[config.mk]
export PLATFORM = sky130hd
export DESIGN_NAME = keyed_device_table_flat
export DESIGN_NICKNAME = d
export VERILOG_FILES = /design/src/kdt_pkg.sv /design/src/kdt_cmd_if.sv /design/src/kdt_rsp_if.sv /design/src/kdt_ram.sv /design/src/kdt_seq.sv /design/src/keyed_device_table.sv /design/src/flat_wrapper.sv
export SDC_FILE = /design/constraint.sdc
export NUM_CORES = 2
export LEC_CHECK = 0
export ABC_AREA = 1
export BUFFER_PORTS_ARGS = -buffer_cell sky130_fd_sc_hd__buf_2
export CELL_PAD_IN_SITES_DETAIL_PLACEMENT = 2
export CELL_PAD_IN_SITES_GLOBAL_PLACEMENT = 2
export CORE_AREA = 8 8 484 486
export DETAILED_ROUTE_END_ITERATION = 16
export DIE_AREA = 0 0 492 494
export HOLD_SLACK_MARGIN = 0.06
export PLACE_DENSITY = 0.82
export REMOVE_ABC_BUFFERS = 1
export SYNTH_ARGS = -nofsm -noshare
export SYNTH_HDL_FRONTEND = slang
export SYNTH_SLANG_ARGS = --single-unit
[constraint.sdc]
create_clock -name i_clk -period 36.5 [get_ports i_clk]
set_input_delay 9.125 -clock i_clk [delete_from_list [all_inputs] [get_ports i_clk]]
set_output_delay 9.125 -clock i_clk [all_outputs]
set_load 0.05 [all_outputs]
[src/kdt_pkg.sv]
// ----------------------------------------------------------------------------
// kdt_pkg
// Shared types, constants and the category lookup for the device table.
// ----------------------------------------------------------------------------
package kdt_pkg;

    localparam int TABLE_DEPTH = 16;
    localparam int IDX_W       = (TABLE_DEPTH > 1) ? $clog2(TABLE_DEPTH) : 1;
    localparam int CNT_W       = $clog2(TABLE_DEPTH + 1);

    localparam int CMD_W    = 3;
    localparam int NODE_W   = 64;
    localparam int EP_W     = 16;
    localparam int TYPE_W   = 32;
    localparam int SLOT_W   = 4;
    localparam int STATUS_W = 2;
    localparam int COUNT_W  = 5;
    localparam int CAT_W    = 5;
    localparam int NUM_CAT  = 16;

    typedef enum logic [CMD_W-1:0] {
        CMD_ADD    = 3'd0,
        CMD_REMOVE = 3'd1,
        CMD_FIND   = 3'd2,
        CMD_GET    = 3'd3,
        CMD_ALLOC  = 3'd4
    } t_cmd;

    typedef enum logic [STATUS_W-1:0] {
        ST_OK       = 2'd0,
        ST_FULL     = 2'd1,
        ST_DUP      = 2'd2,
        ST_NOTFOUND = 2'd3
    } t_status;

    typedef enum logic [2:0] {
        S_IDLE,
        S_SRCH,
        S_SHIFT,
        S_GET,
        S_GETW,
        S_DONE
    } t_state;

    // one table row as held in the RAM
    typedef struct packed {
        logic [NODE_W-1:0] key;
        logic [EP_W-1:0]   ep;
        logic [TYPE_W-1:0] dtype;
        logic [CAT_W-1:0]  cat;
    } t_entry;

    typedef struct packed {
        logic             we;
        logic [IDX_W-1:0] waddr;
        t_entry           wdata;
        logic [IDX_W-1:0] raddr;
    } t_ram_req;

    typedef struct packed {
        t_status           status;
        logic [COUNT_W-1:0] entry_count;
        logic [SLOT_W-1:0] entry_slot;
        logic [NODE_W-1:0] entry_node;
        logic [EP_W-1:0]   entry_endpoint;
        logic [TYPE_W-1:0] entry_type;
        logic [CAT_W-1:0]  entry_category;
        logic [NODE_W-1:0] allocated_id;
    } t_result;

    localparam logic [TYPE_W-1:0] CAT_TYPES [NUM_CAT] = '{
        32'h0100, 32'h0101, 32'h0102, 32'h010D, 32'h010A, 32'h010B, 32'h0301, 32'h000A,
        32'h0202, 32'h0015, 32'h0302, 32'h0307, 32'h0107, 32'h0106, 32'h0103, 32'h002B
    };

    // category 1..16 by position in the list, 0 when unknown
    function automatic logic [CAT_W-1:0] type_category(input logic [TYPE_W-1:0] t);
        logic [CAT_W-1:0] c;
        c = '0;
        for (int i = NUM_CAT - 1; i >= 0; i--) begin
            if (CAT_TYPES[i] == t) begin
                c = CAT_W'(i + 1);
            end
        end
        return c;
    endfunction

endpackage

[src/kdt_cmd_if.sv]
// ----------------------------------------------------------------------------
// kdt_cmd_if
// Command channel: valid/ready handshake with the command payload.
// ----------------------------------------------------------------------------
interface kdt_cmd_if;
    import kdt_pkg::*;

    logic              valid;
    logic              ready;
    logic [CMD_W-1:0]  cmd;
    logic [NODE_W-1:0] node_id;
    logic [EP_W-1:0]   ep_num;
    logic [TYPE_W-1:0] dev_type;
    logic [SLOT_W-1:0] slot_index;

    modport source (
        output valid, cmd, node_id, ep_num, dev_type, slot_index,
        input  ready
    );
    modport sink (
        input  valid, cmd, node_id, ep_num, dev_type, slot_index,
        output ready
    );
endinterface

[src/kdt_rsp_if.sv]
// ----------------------------------------------------------------------------
// kdt_rsp_if
// Response channel: valid/ready handshake with the command result.
// ----------------------------------------------------------------------------
interface kdt_rsp_if;
    import kdt_pkg::*;

    logic                valid;
    logic                ready;
    logic [STATUS_W-1:0] status;
    logic [COUNT_W-1:0]  entry_count;
    logic [SLOT_W-1:0]   entry_slot;
    logic [NODE_W-1:0]   entry_node;
    logic [EP_W-1:0]     entry_endpoint;
    logic [TYPE_W-1:0]   entry_type;
    logic [CAT_W-1:0]    entry_category;
    logic [NODE_W-1:0]   allocated_id;

    modport source (
        output valid, status, entry_count, entry_slot, entry_node, entry_endpoint,
               entry_type, entry_category, allocated_id,
        input  ready
    );
    modport sink (
        input  valid, status, entry_count, entry_slot, entry_node, entry_endpoint,
               entry_type, entry_category, allocated_id,
        output ready
    );
endinterface

[src/kdt_ram.sv]
// ----------------------------------------------------------------------------
// kdt_ram
// Generic simple dual-port RAM: one write port, one read port, registered read.
// ----------------------------------------------------------------------------
module kdt_ram #(
    parameter int WIDTH = 8,
    parameter int DEPTH = 16
) (
    input  logic                                             i_clk,
    input  logic                                             i_we,
    input  logic [((DEPTH > 1) ? $clog2(DEPTH) : 1)-1:0]     i_waddr,
    input  logic [WIDTH-1:0]                                 i_wdata,
    input  logic [((DEPTH > 1) ? $clog2(DEPTH) : 1)-1:0]     i_raddr,
    output logic [WIDTH-1:0]                                 o_rdata
);
    logic [WIDTH-1:0] r_mem [DEPTH];
    logic [WIDTH-1:0] r_rdata;

    always_ff @(posedge i_clk) begin
        if (i_we) begin
            r_mem[i_waddr] <= i_wdata;
        end
        r_rdata <= r_mem[i_raddr];
    end

    assign o_rdata = r_rdata;
endmodule

[src/kdt_seq.sv]
// ----------------------------------------------------------------------------
// kdt_seq
// Command sequencer: linear key search, shift-down on remove, append on add
// and indexed read through the table RAM, and id allocation from a counter.
// ----------------------------------------------------------------------------
module kdt_seq (
    input  logic              i_clk,
    input  logic              i_rst_n,
    kdt_cmd_if.sink           i_cmd,
    output kdt_pkg::t_result  o_res,
    output logic              o_res_valid,
    input  logic              i_res_ready,
    output kdt_pkg::t_ram_req o_ram,
    input  kdt_pkg::t_entry   i_rdata
);
    import kdt_pkg::*;

    t_state            r_state, n_state;
    t_cmd              r_cmd, n_cmd;
    logic [NODE_W-1:0] r_key, n_key;
    logic [EP_W-1:0]   r_ep, n_ep;
    logic [TYPE_W-1:0] r_type, n_type;
    logic [SLOT_W-1:0] r_idx, n_idx;
    logic [CNT_W-1:0]  r_count, n_count;
    logic [CNT_W-1:0]  r_ptr, n_ptr;
    logic              r_pend, n_pend;
    logic [CNT_W-1:0]  r_pend_ptr, n_pend_ptr;
    logic [NODE_W-1:0] r_idctr, n_idctr;
    t_result           r_res, n_res;

    logic              hit;
    logic              scan_end;
    logic [CNT_W-1:0]  shift_dst;

    // a read issued last cycle is compared this cycle
    assign hit       = r_pend && (i_rdata.key == r_key);
    assign scan_end  = !r_pend && (r_ptr >= r_count);
    assign shift_dst = r_pend_ptr - CNT_W'(1);

    always_comb begin
        n_state    = r_state;
        n_cmd      = r_cmd;
        n_key      = r_key;
        n_ep       = r_ep;
        n_type     = r_type;
        n_idx      = r_idx;
        n_count    = r_count;
        n_ptr      = r_ptr;
        n_pend     = r_pend;
        n_pend_ptr = r_pend_ptr;
        n_idctr    = r_idctr;
        n_res      = r_res;
        o_ram      = '0;
        o_ram.raddr = r_ptr[IDX_W-1:0];
        i_cmd.ready = 1'b0;
        o_res_valid = 1'b0;

        case (r_state)
            S_IDLE: begin
                i_cmd.ready = 1'b1;
                if (i_cmd.valid) begin
                    n_cmd      = t_cmd'(i_cmd.cmd);
                    n_key      = i_cmd.node_id;
                    n_ep       = i_cmd.ep_num;
                    n_type     = i_cmd.dev_type;
                    n_idx      = i_cmd.slot_index;
                    n_res      = '0;
                    n_res.status = ST_NOTFOUND;
                    n_ptr      = '0;
                    n_pend     = 1'b0;
                    n_state    = S_DONE;
                    case (t_cmd'(i_cmd.cmd))
                        CMD_ADD: begin
                            if (r_count >= CNT_W'(TABLE_DEPTH)) begin
                                n_res.status = ST_FULL;
                            end else begin
                                n_state = S_SRCH;
                            end
                        end
                        CMD_REMOVE, CMD_FIND: begin
                            n_state = S_SRCH;
                        end
                        CMD_GET: begin
                            if (!(32'(i_cmd.slot_index) >= 32'(r_count) ||
                                  32'(i_cmd.slot_index) >= 32'(TABLE_DEPTH))) begin
                                n_state = S_GET;
                            end
                        end
                        CMD_ALLOC: begin
                            n_res.status       = ST_OK;
                            n_res.allocated_id = r_idctr;
                            n_idctr            = r_idctr + NODE_W'(1);
                        end
                        default: begin
                        end
                    endcase
                end
            end

            S_SRCH: begin
                if (r_ptr < r_count) begin
                    o_ram.raddr = r_ptr[IDX_W-1:0];
                    n_pend      = 1'b1;
                    n_pend_ptr  = r_ptr;
                    n_ptr       = r_ptr + CNT_W'(1);
                end else begin
                    n_pend = 1'b0;
                end
                if (hit) begin
                    n_res.entry_slot     = SLOT_W'(r_pend_ptr);
                    n_res.entry_node     = i_rdata.key;
                    n_res.entry_endpoint = i_rdata.ep;
                    n_res.entry_type     = i_rdata.dtype;
                    n_res.entry_category = i_rdata.cat;
                    case (r_cmd)
                        CMD_ADD: begin
                            n_res.status = ST_DUP;
                            n_state      = S_DONE;
                        end
                        CMD_REMOVE: begin
                            n_res.status = ST_OK;
                            n_ptr        = r_pend_ptr + CNT_W'(1);
                            n_pend       = 1'b0;
                            n_state      = S_SHIFT;
                        end
                        default: begin
                            n_res.status = ST_OK;
                            n_state      = S_DONE;
                        end
                    endcase
                end else if (scan_end) begin
                    if (r_cmd == CMD_ADD) begin
                        o_ram.we             = 1'b1;
                        o_ram.waddr          = r_count[IDX_W-1:0];
                        o_ram.wdata.key      = r_key;
                        o_ram.wdata.ep       = r_ep;
                        o_ram.wdata.dtype    = r_type;
                        o_ram.wdata.cat      = type_category(r_type);
                        n_res.status         = ST_OK;
                        n_res.entry_slot     = SLOT_W'(r_count);
                        n_res.entry_node     = r_key;
                        n_res.entry_endpoint = r_ep;
                        n_res.entry_type     = r_type;
                        n_res.entry_category = type_category(r_type);
                        n_count              = r_count + CNT_W'(1);
                    end
                    n_state = S_DONE;
                end
            end

            S_SHIFT: begin
                // read row p+2 while writing row p with row p+1 from the previous read
                if (r_pend) begin
                    o_ram.we    = 1'b1;
                    o_ram.waddr = shift_dst[IDX_W-1:0];
                    o_ram.wdata = i_rdata;
                end
                if (r_ptr < r_count) begin
                    o_ram.raddr = r_ptr[IDX_W-1:0];
                    n_pend      = 1'b1;
                    n_pend_ptr  = r_ptr;
                    n_ptr       = r_ptr + CNT_W'(1);
                end else begin
                    n_pend = 1'b0;
                end
                if (scan_end) begin
                    n_count = r_count - CNT_W'(1);
                    n_state = S_DONE;
                end
            end

            S_GET: begin
                o_ram.raddr = IDX_W'(r_idx);
                n_state     = S_GETW;
            end

            S_GETW: begin
                n_res.status         = ST_OK;
                n_res.entry_slot     = r_idx;
                n_res.entry_node     = i_rdata.key;
                n_res.entry_endpoint = i_rdata.ep;
                n_res.entry_type     = i_rdata.dtype;
                n_res.entry_category = i_rdata.cat;
                n_state              = S_DONE;
            end

            S_DONE: begin
                o_res_valid = 1'b1;
                if (i_res_ready) begin
                    n_state = S_IDLE;
                end
            end

            default: begin
                n_state = S_IDLE;
            end
        endcase
    end

    always_comb begin
        o_res             = r_res;
        o_res.entry_count = COUNT_W'(r_count);
    end

    always_ff @(posedge i_clk) begin
        if (!i_rst_n) begin
            r_state <= S_IDLE;
            r_count <= '0;
            r_pend  <= 1'b0;
            r_idctr <= NODE_W'(1);
        end else begin
            r_state <= n_state;
            r_count <= n_count;
            r_pend  <= n_pend;
            r_idctr <= n_idctr;
        end
    end

    always_ff @(posedge i_clk) begin
        r_cmd      <= n_cmd;
        r_key      <= n_key;
        r_ep       <= n_ep;
        r_type     <= n_type;
        r_idx      <= n_idx;
        r_ptr      <= n_ptr;
        r_pend_ptr <= n_pend_ptr;
        r_res      <= n_res;
    end
endmodule

[src/keyed_device_table.sv]
// Timing: allocate, unused codes, add to a full table and a get out of range give their
//   result straight from idle; get reads the row; find and add scan from row 0 to the
//   match or table end, where add appends; remove then moves later rows down one place.
// Throughput: one command at a time, one RAM row per cycle; the worst case is a
//   remove of row 0 of a full table.
// Reset: synchronous; clears the entry count, sets the id counter to one, RAM undefined.
// ----------------------------------------------------------------------------
// keyed_device_table
// Compacted device table keyed by 64-bit node id, held in one RAM.
// ----------------------------------------------------------------------------
module keyed_device_table (
    input  logic    i_clk,
    input  logic    i_rst_n,
    kdt_cmd_if.sink i_cmd,
    kdt_rsp_if.source o_rsp
);
    import kdt_pkg::*;

    t_result  seq_res;
    logic     seq_res_valid;
    logic     seq_res_ready;
    t_ram_req ram_req;
    t_entry   ram_rdata;

    logic     r_out_valid;
    t_result  r_out;

    kdt_ram #(
        .WIDTH ($bits(t_entry)),
        .DEPTH (TABLE_DEPTH)
    ) u_ram (
        .i_clk   (i_clk),
        .i_we    (ram_req.we),
        .i_waddr (ram_req.waddr),
        .i_wdata (ram_req.wdata),
        .i_raddr (ram_req.raddr),
        .o_rdata (ram_rdata)
    );

    kdt_seq u_seq (
        .i_clk       (i_clk),
        .i_rst_n     (i_rst_n),
        .i_cmd       (i_cmd),
        .o_res       (seq_res),
        .o_res_valid (seq_res_valid),
        .i_res_ready (seq_res_ready),
        .o_ram       (ram_req),
        .i_rdata     (ram_rdata)
    );

    // output register frees the sequencer while a response waits
    assign seq_res_ready = !r_out_valid || o_rsp.ready;

    always_ff @(posedge i_clk) begin
        if (!i_rst_n) begin
            r_out_valid <= 1'b0;
        end else if (seq_res_valid && seq_res_ready) begin
            r_out_valid <= 1'b1;
        end else if (o_rsp.ready) begin
            r_out_valid <= 1'b0;
        end
    end

    always_ff @(posedge i_clk) begin
        if (seq_res_valid && seq_res_ready) begin
            r_out <= seq_res;
        end
    end

    assign o_rsp.valid          = r_out_valid;
    assign o_rsp.status         = r_out.status;
    assign o_rsp.entry_count    = r_out.entry_count;
    assign o_rsp.entry_slot     = r_out.entry_slot;
    assign o_rsp.entry_node     = r_out.entry_node;
    assign o_rsp.entry_endpoint = r_out.entry_endpoint;
    assign o_rsp.entry_type     = r_out.entry_type;
    assign o_rsp.entry_category = r_out.entry_category;
    assign o_rsp.allocated_id   = r_out.allocated_id;
endmodule

[src/flat_wrapper.sv]
// flat-port wrapper written by rule: the top's interface ports become plain ports
module keyed_device_table_flat import kdt_pkg::*;
  (i_clk, i_rst_n, i_cmd_valid, i_cmd_cmd, i_cmd_node_id, i_cmd_ep_num, i_cmd_dev_type, i_cmd_slot_index, i_cmd_ready, o_rsp_valid, o_rsp_status, o_rsp_entry_count, o_rsp_entry_slot, o_rsp_entry_node, o_rsp_entry_endpoint, o_rsp_entry_type, o_rsp_entry_category, o_rsp_allocated_id, o_rsp_ready);
  kdt_cmd_if i_cmd_i ();
  kdt_rsp_if o_rsp_i ();
  input  logic i_clk;
  input  logic i_rst_n;
  input wire logic [$bits(i_cmd_i.valid)-1:0] i_cmd_valid;
  input wire logic [$bits(i_cmd_i.cmd)-1:0] i_cmd_cmd;
  input wire logic [$bits(i_cmd_i.node_id)-1:0] i_cmd_node_id;
  input wire logic [$bits(i_cmd_i.ep_num)-1:0] i_cmd_ep_num;
  input wire logic [$bits(i_cmd_i.dev_type)-1:0] i_cmd_dev_type;
  input wire logic [$bits(i_cmd_i.slot_index)-1:0] i_cmd_slot_index;
  output wire logic [$bits(i_cmd_i.ready)-1:0] i_cmd_ready;
  output wire logic [$bits(o_rsp_i.valid)-1:0] o_rsp_valid;
  output wire logic [$bits(o_rsp_i.status)-1:0] o_rsp_status;
  output wire logic [$bits(o_rsp_i.entry_count)-1:0] o_rsp_entry_count;
  output wire logic [$bits(o_rsp_i.entry_slot)-1:0] o_rsp_entry_slot;
  output wire logic [$bits(o_rsp_i.entry_node)-1:0] o_rsp_entry_node;
  output wire logic [$bits(o_rsp_i.entry_endpoint)-1:0] o_rsp_entry_endpoint;
  output wire logic [$bits(o_rsp_i.entry_type)-1:0] o_rsp_entry_type;
  output wire logic [$bits(o_rsp_i.entry_category)-1:0] o_rsp_entry_category;
  output wire logic [$bits(o_rsp_i.allocated_id)-1:0] o_rsp_allocated_id;
  input wire logic [$bits(o_rsp_i.ready)-1:0] o_rsp_ready;
  assign i_cmd_i.valid = i_cmd_valid;
  assign i_cmd_i.cmd = i_cmd_cmd;
  assign i_cmd_i.node_id = i_cmd_node_id;
  assign i_cmd_i.ep_num = i_cmd_ep_num;
  assign i_cmd_i.dev_type = i_cmd_dev_type;
  assign i_cmd_i.slot_index = i_cmd_slot_index;
  assign i_cmd_ready = i_cmd_i.ready;
  assign o_rsp_valid = o_rsp_i.valid;
  assign o_rsp_status = o_rsp_i.status;
  assign o_rsp_entry_count = o_rsp_i.entry_count;
  assign o_rsp_entry_slot = o_rsp_i.entry_slot;
  assign o_rsp_entry_node = o_rsp_i.entry_node;
  assign o_rsp_entry_endpoint = o_rsp_i.entry_endpoint;
  assign o_rsp_entry_type = o_rsp_i.entry_type;
  assign o_rsp_entry_category = o_rsp_i.entry_category;
  assign o_rsp_allocated_id = o_rsp_i.allocated_id;
  assign o_rsp_i.ready = o_rsp_ready;
  keyed_device_table u_core (.i_clk(i_clk), .i_rst_n(i_rst_n), .i_cmd(i_cmd_i), .o_rsp(o_rsp_i));
endmodule
Word-level counts from Yosys, hierarchy flattened
Memory sizes are Yosys's and may differ from the RTL's. A register that Yosys moved wholly into a read port is not among the register bits.
Index checks and enable logic that the tools add are counted.

storage, ports and cells
  register bits = 582
  RAM bits = 1872
  bits of input ports = 123
  memories = 1

memories
  name                words  width  read ports  clocked after memory_dff  write ports  line           source
  u_core.u_ram.r_mem  16     117    1           1                         1            kdt_ram.sv:16  logic [WIDTH-1:0] r_mem [DEPTH];

operators by class
  add/sub/neg operators = 6
  $lt $le $gt $ge = 4
  equal/unequal tests = 35
  mux-type cells = 65
  reductions and logical operators = 22

operator list
  kind                   number
  $mux 122               4
  $mux 121               3
  $pmux 121 s3           1
  $eq 9x32->1 const A    9
  $pmux 122 s2           1
  $mux 192               1
  $eq 10x32->1 const A   4
  $mux 5                 24
  $add 64x1->64 const B  1
  $eq 64x64->1           1
  $mux 64                1
  $eq 4x32->1 const A    1
  $eq 5x32->1 const A    1
  $eq 6x32->1 const A    1
  $mux 3                 7
  $pmux 3 s6             1
  $add 5x1->5 const B    3
  $pmux 5 s3             1
  $eq 3x2->1 const B     4
  $mux 1                 10
  $mux 2                 5
  $ne 2x2->1 const B     5
  $pmux 5 s2             1
  $eq 3x1->1 const B     3
  other kinds (25)       39

Logic depth before layout (Yosys ltp)
  depth after elaboration = 23
  gate-level depth with buffers = 16
  mapped depth without buffers = 16

Modules after synthesis
A second synthesis with hierarchy kept.

unflattened totals
  cells, all modules = 9950
  area total of the unflattened synthesis = 107031.4 um2

modules (own cells, without submodules)
  module              instances  cells each  area each (um2)  sequential area each (um2)
  kdt_ram             1          7671        82029.9          58556.2
  kdt_seq             1          2080        19184.6          10950.5
  keyed_device_table  1          199         5816.8           5785.5

Worst setup path before layout
OpenSTA, ideal clock, no wires.

  path kind = in2reg
  start point = input o_rsp_ready
  end point = register u_core.r_out (netlist bit u_core.o_rsp.allocated_id[0]), enable pin
  data arrival time = 27.186 ns
  setup slack = 8.100 ns
  stages on the path = 2
  buffers on the path = 0
  cell sequence = nor2_1 -> nor4_1

between the ends
  word-level cells in the longest chain between the ends = 2

ends and longest elaborated chain
  item                  line                      source
  start, declared       flat_wrapper.sv:24        input wire logic [$bits(o_rsp_i.ready)-1:0] o_rsp_ready;
  $logic_or 1x1->1      keyed_device_table.sv:52  assign seq_res_ready = !r_out_valid || o_rsp.ready;
  $logic_and 1x1->1     keyed_device_table.sv:65  if (seq_res_valid && seq_res_ready) begin
  end signal, assigned  keyed_device_table.sv:66  r_out <= seq_res;
  end, declared         keyed_device_table.sv:26  t_result r_out;

Every way passes these cells.
A chain may end at the register's enable or synchronous reset.

Worst setup path after layout
  start point = input i_cmd_valid
  end point = register u_core.u_seq.r_idctr[57]

between the ends
  word-level cells in the longest chain between the ends = 1

ends and longest elaborated chain
  item                        line               source
  start, declared             flat_wrapper.sv:8  input wire logic [$bits(i_cmd_i.valid)-1:0] i_cmd_valid;
  $reduce_and 3->1 (no line)  -
  end signal, assigned        kdt_seq.sv:215     r_idctr <= n_idctr;
  end, declared               kdt_seq.sv:28      logic [NODE_W-1:0] r_idctr, n_idctr;

Every way passes these cells.

==> out/summary.md <==
The cell-internal power was 5.41 mW; the count of routing violations after the opening detailed-route iteration was 8686. The tools report the cell chosen for the clock root as sky130_fd_sc_hd__clkbuf_16. The flow ran to the end, but the final reports show violations. Max-cap violations in this run came to 4. Clock tree synthesis found a total of 2571 sinks. The tools report the number of cells in the design after placement as 10300.

The launching point of the worst reg2reg path was u_core.u_seq.r_count[2]. Cell depth of the worst hold path: 0. The count of buffers added by post-CTS timing repair for setup is 0.

Summing all multi-input logic gate instances after layout gives 20600 sq um. For this design the total switching power over the nets is 2.72 mW. In this run the critical register-to-register path is captured at u_core.u_ram.r_mem[9][25]. STA classifies the critical path endpoint as a register. Setup repair after global routing left no endpoint under its margin. The area of the mapped netlist came out at 98900 sq um. The tools report the total number of vias as 71300. At the worst endpoint, the arrival time is 12.21 ns. The later pin in the worst-skew pair is clocked with a latency of 0.97 ns.

For this configuration, the core starts out at a cell density of 43.7%. The share of total power dissipated in the clock network is 35.7%. For the layout net count, the log shows 7770. Class of the tightest hold or removal check: register to register. Of the total power, combinational logic draws 20.9%. The die covers 243000 sq um.

The number of core rows was 175; the half-perimeter wire length after detailed placement was 219000 um. TritonCTS built the clock tree. Among all flip-flop cells after synthesis, the most frequent one is sky130_fd_sc_hd__edfxtp_1.

In the synthesized netlist the async set-or-reset flop fraction comes to 0%. Port buffering added 316 buffers. The clock-pin slew reported for the worst setup and hold paths after clock tree synthesis was 0.06 ns. The count of cells in the finished layout, fillers not included, comes to 10900.

At the end of routability-driven placement, the weighted congestion stood at 0.816. Largest vdd supply drop: 49.7 uV. After detailed routing, the total wire length is 411000 um.

Cells with a size suffix above 1 make up 11.4% of the layout. The tools report the total track usage as 32.7%. The share of the Yosys chip area taken by registers is 76.1%. Sequential cells account for 43.4% of the total power.

The analysis attributes to cell leakage a power of 40.2 nW. In this run the remaining antenna-violating nets after routing total 0. In this run the power density over the cells is 72.1 nW/um^2. By startpoint and endpoint, the worst setup path is classified as primary input to register.

The final critical-path share of the clock period was 31.2%. Total power for the finished layout comes to 8.12 mW. 317 I/O pins were placed. The worst reg2reg path depth was 15. Using the TritonRoute via totals, the vias-per-cell ratio works out to 6.57. During synthesis, Yosys emitted a total of 0 warnings. Summing all flip-flop and latch instances after layout gives 75300 sq um. Die height: 494 um. The logs give 0 for the number of hold violations in the final report and 113000 sq um for the cell area after layout. Yosys mapped a number of flops with a built-in enable equal to 2380. The maximum fanout along the worst path was 25; the maximum number of pins on one net before global-route repair was 187. Deepest level of the CTS H-tree: 5. At the pin with the least slew margin, the transition time is 1.57 ns. The logs give 24.11 ns for the worst-case setup slack after placement and 77300 for the number of global-route vias before repair. The worst pin sits at a relative slew slack of -4.87%. For this design, the CTS-stage hold fixing added 0 buffers. Relative to the synthesized area, the layout overhead comes to 13.9%. The number of antenna violations at the first check in global routing was 22; the overall overflow remaining after global route was 0. The average cell area after synthesis works out to 13.5 sq um. The logs give 51 for the max-slew violation count and 580000 um for the wire length of the first global-routing pass. The first detailed-routing pass ran for 8 iterations. Instance area after placement: 104000 sq um.

Net switching is 33.5% of the power. The critical path starts at i_cmd_valid. Across all setup checks in the final design, the least slack found is 25.12 ns.

The setup TNS is 0 ns, and the post-detailed-route DRC marker count is 0. End point of the critical path: u_core.u_seq.r_idctr[57]. The logs give 0.0542 ns for the worst setup skew after layout and 226000 sq um for the standard cell core area.

The number of fill cells was 21300; the reg-to-reg setup timing slack was 28.89 ns. Most common library cell in the layout ignoring fill and taps: sky130_fd_sc_hd__edfxtp_1. The detailed-route wire length per cell was 37.9 um; the number of distinct library cells after synthesis was 58. TritonCTS created 293 clock buffers. Based on the critical path, the design can be clocked at up to 0.0878 GHz.

The checks that failed: max-capacitance violations, max-slew violations. Gates resized during post-CTS repair numbered 0. Counting flops and latches in the post-synthesis netlist gives 2571. The cell count after synthesis came out at 7354. For the worst setup path, the data required time is 37.32 ns. The final critical delay including setup and external delays is 11.38 ns.

The worst setup path is launched from a primary input. Leaving out fill and tap cells, the most frequent cells in the layout are sky130_fd_sc_hd__edfxtp_1 (2380), sky130_fd_sc_hd__nor2_1 (1154), sky130_fd_sc_hd__o21ai_0 (979), sky130_fd_sc_hd__nand2_1 (481), sky130_fd_sc_hd__inv_1 (378). The width of the chip was 492 um. For the count of endpoints failing setup in the final report, the log shows 0. In this run the deepest clock path goes through 4 buffers.
## worst min-delay path by stage
stage                                 from                       endpoint  slack [ns]
floorplan            u_core.u_seq.o_res[0]   u_core.o_rsp.allocated_id[0]        0.40
global placement    u_core.u_seq.o_res[34]  u_core.o_rsp.allocated_id[34]        0.40
detailed placement  u_core.u_seq.o_res[47]  u_core.o_rsp.allocated_id[47]        0.41
CTS                 u_core.u_seq.o_res[54]  u_core.o_rsp.allocated_id[54]        0.41
global route        u_core.u_seq.o_res[54]  u_core.o_rsp.allocated_id[54]        0.41
finish              u_core.u_seq.o_res[54]  u_core.o_rsp.allocated_id[54]        0.40
## cell type report
| type | instances | area share (%) |
|---|---|---|
| timing repair buffer | 433 | 2.29 |
| multi-input combinational | 3939 | 18.3 |
| inverter | 392 | 1.36 |
| tap | 3009 | 3.34 |
| clock inverter | 103 | 0.691 |
| sequential | 2571 | 66.8 |
| antenna | 6 | 0.0133 |
| clock buffer | 402 | 7.23 |
## state kept, by name (all words and copies together) (netlist names), 2 cells and up
name,flops
u_core.o_rsp.entry_count,5
u_core.u_seq.r_ep,16
u_core.o_rsp.entry_endpoint,16
u_core.u_ram.o_rdata,117
u_core.u_seq.r_idctr,64
u_core.u_seq.r_pend_ptr,5
u_core.u_seq.r_cmd,3
u_core.u_seq.o_res,187
u_core.u_seq.r_type,32
u_core.u_seq.r_ptr,5
u_core.u_seq.r_state,3
u_core.o_rsp.entry_type,32
u_core.o_rsp.entry_slot,4
u_core.u_seq.r_idx,4
u_core.u_seq.r_key,64
u_core.u_ram.r_mem,1872
u_core.u_seq.r_count,5
u_core.o_rsp.entry_node,64
u_core.o_rsp.entry_category,5
u_core.o_rsp.status,2
u_core.o_rsp.allocated_id,64
## layer usage
metal	track usage, %	up-vias	wire length, um
li1	-	28000	-
met5	0	-	69
met1	38.8	37100	148000
met4	20.4	12	29300
met3	6.23	1434	33500
met2	55.1	4706	201000
## cells by family after synthesis
logic type      count (synthesis)  share of synthesized area [%]
flops                        2571                           76.1
simple gates                 1989                           8.17
compound gates               1886                           11.7
buf+inv                       844                           3.36
xor+xnor                       47                          0.416
fa+ha+maj                      17                          0.223
## power groups by stage
stage / sequential, mW / clock (mW) / combinational, mW
final: 3.53 / 2.90 / 1.70
after global routing: 3.53 / 3.00 / 1.76
after CTS: 3.53 / 2.92 / 1.65
after detailed placement: 3.58 / 0 / 1.56
after global placement: 3.56 / 0 / 1.41
after floorplan: 3.57 / 0 / 1.21
## cell usage after synthesis, types with 4 or more instances
library cell | n | area, sq um
sky130_fd_sc_hd__edfxtp_1 | 2380 | 71500
sky130_fd_sc_hd__nor2_1 | 1171 | 4400
sky130_fd_sc_hd__o21ai_0 | 980 | 4900
sky130_fd_sc_hd__nand2_1 | 483 | 1810
sky130_fd_sc_hd__inv_1 | 382 | 1430
sky130_fd_sc_hd__o221ai_1 | 363 | 3180
sky130_fd_sc_hd__o22ai_1 | 342 | 2140
sky130_fd_sc_hd__clkbuf_1 | 304 | 1140
sky130_fd_sc_hd__dfxtp_1 | 191 | 3820
sky130_fd_sc_hd__nand3_1 | 168 | 841
sky130_fd_sc_hd__o211ai_1 | 113 | 848
sky130_fd_sc_hd__buf_2 | 103 | 515
sky130_fd_sc_hd__nor3_1 | 74 | 370
sky130_fd_sc_hd__a21oi_1 | 51 | 255
sky130_fd_sc_hd__nand4_1 | 46 | 288
sky130_fd_sc_hd__buf_1 | 39 | 146
sky130_fd_sc_hd__xor2_1 | 32 | 280
sky130_fd_sc_hd__ha_1 | 16 | 200
sky130_fd_sc_hd__xnor2_1 | 15 | 131
sky130_fd_sc_hd__nor4_1 | 13 | 81.3
sky130_fd_sc_hd__o21ai_1 | 13 | 65.1
sky130_fd_sc_hd__inv_2 | 8 | 30.0
sky130_fd_sc_hd__nor3b_1 | 8 | 60.1
sky130_fd_sc_hd__buf_4 | 5 | 37.5
sky130_fd_sc_hd__nand3b_1 | 4 | 30.0
sky130_fd_sc_hd__nor2_2 | 4 | 25.0
## critical path: stages
cell,delay [ns]
sky130_fd_sc_hd__buf_2,0.09
sky130_fd_sc_hd__inv_1,0.09
sky130_fd_sc_hd__nor2_4,0.71
sky130_fd_sc_hd__nand2_4,0.29
sky130_fd_sc_hd__inv_2,0.34
sky130_fd_sc_hd__nand4_1,0.19
sky130_fd_sc_hd__nor3_2,0.34
sky130_fd_sc_hd__nand2_1,0.23
sky130_fd_sc_hd__nor2_1,0.27
sky130_fd_sc_hd__nand4_1,0.17
sky130_fd_sc_hd__o21ai_0,0.24
sky130_fd_sc_hd__a21oi_1,0.07
## through the flow
stage | util (%) | hold slack, ns
after floorplan | - | 0.400
after global placement | 45.8 | 0.403
after detailed placement | 45.8 | 0.406
after CTS | 49.7 | 0.414
after global routing | 49.8 | 0.414
final | 49.8 | 0.404
No activity file was read; power rests on OpenSTA's default activity.
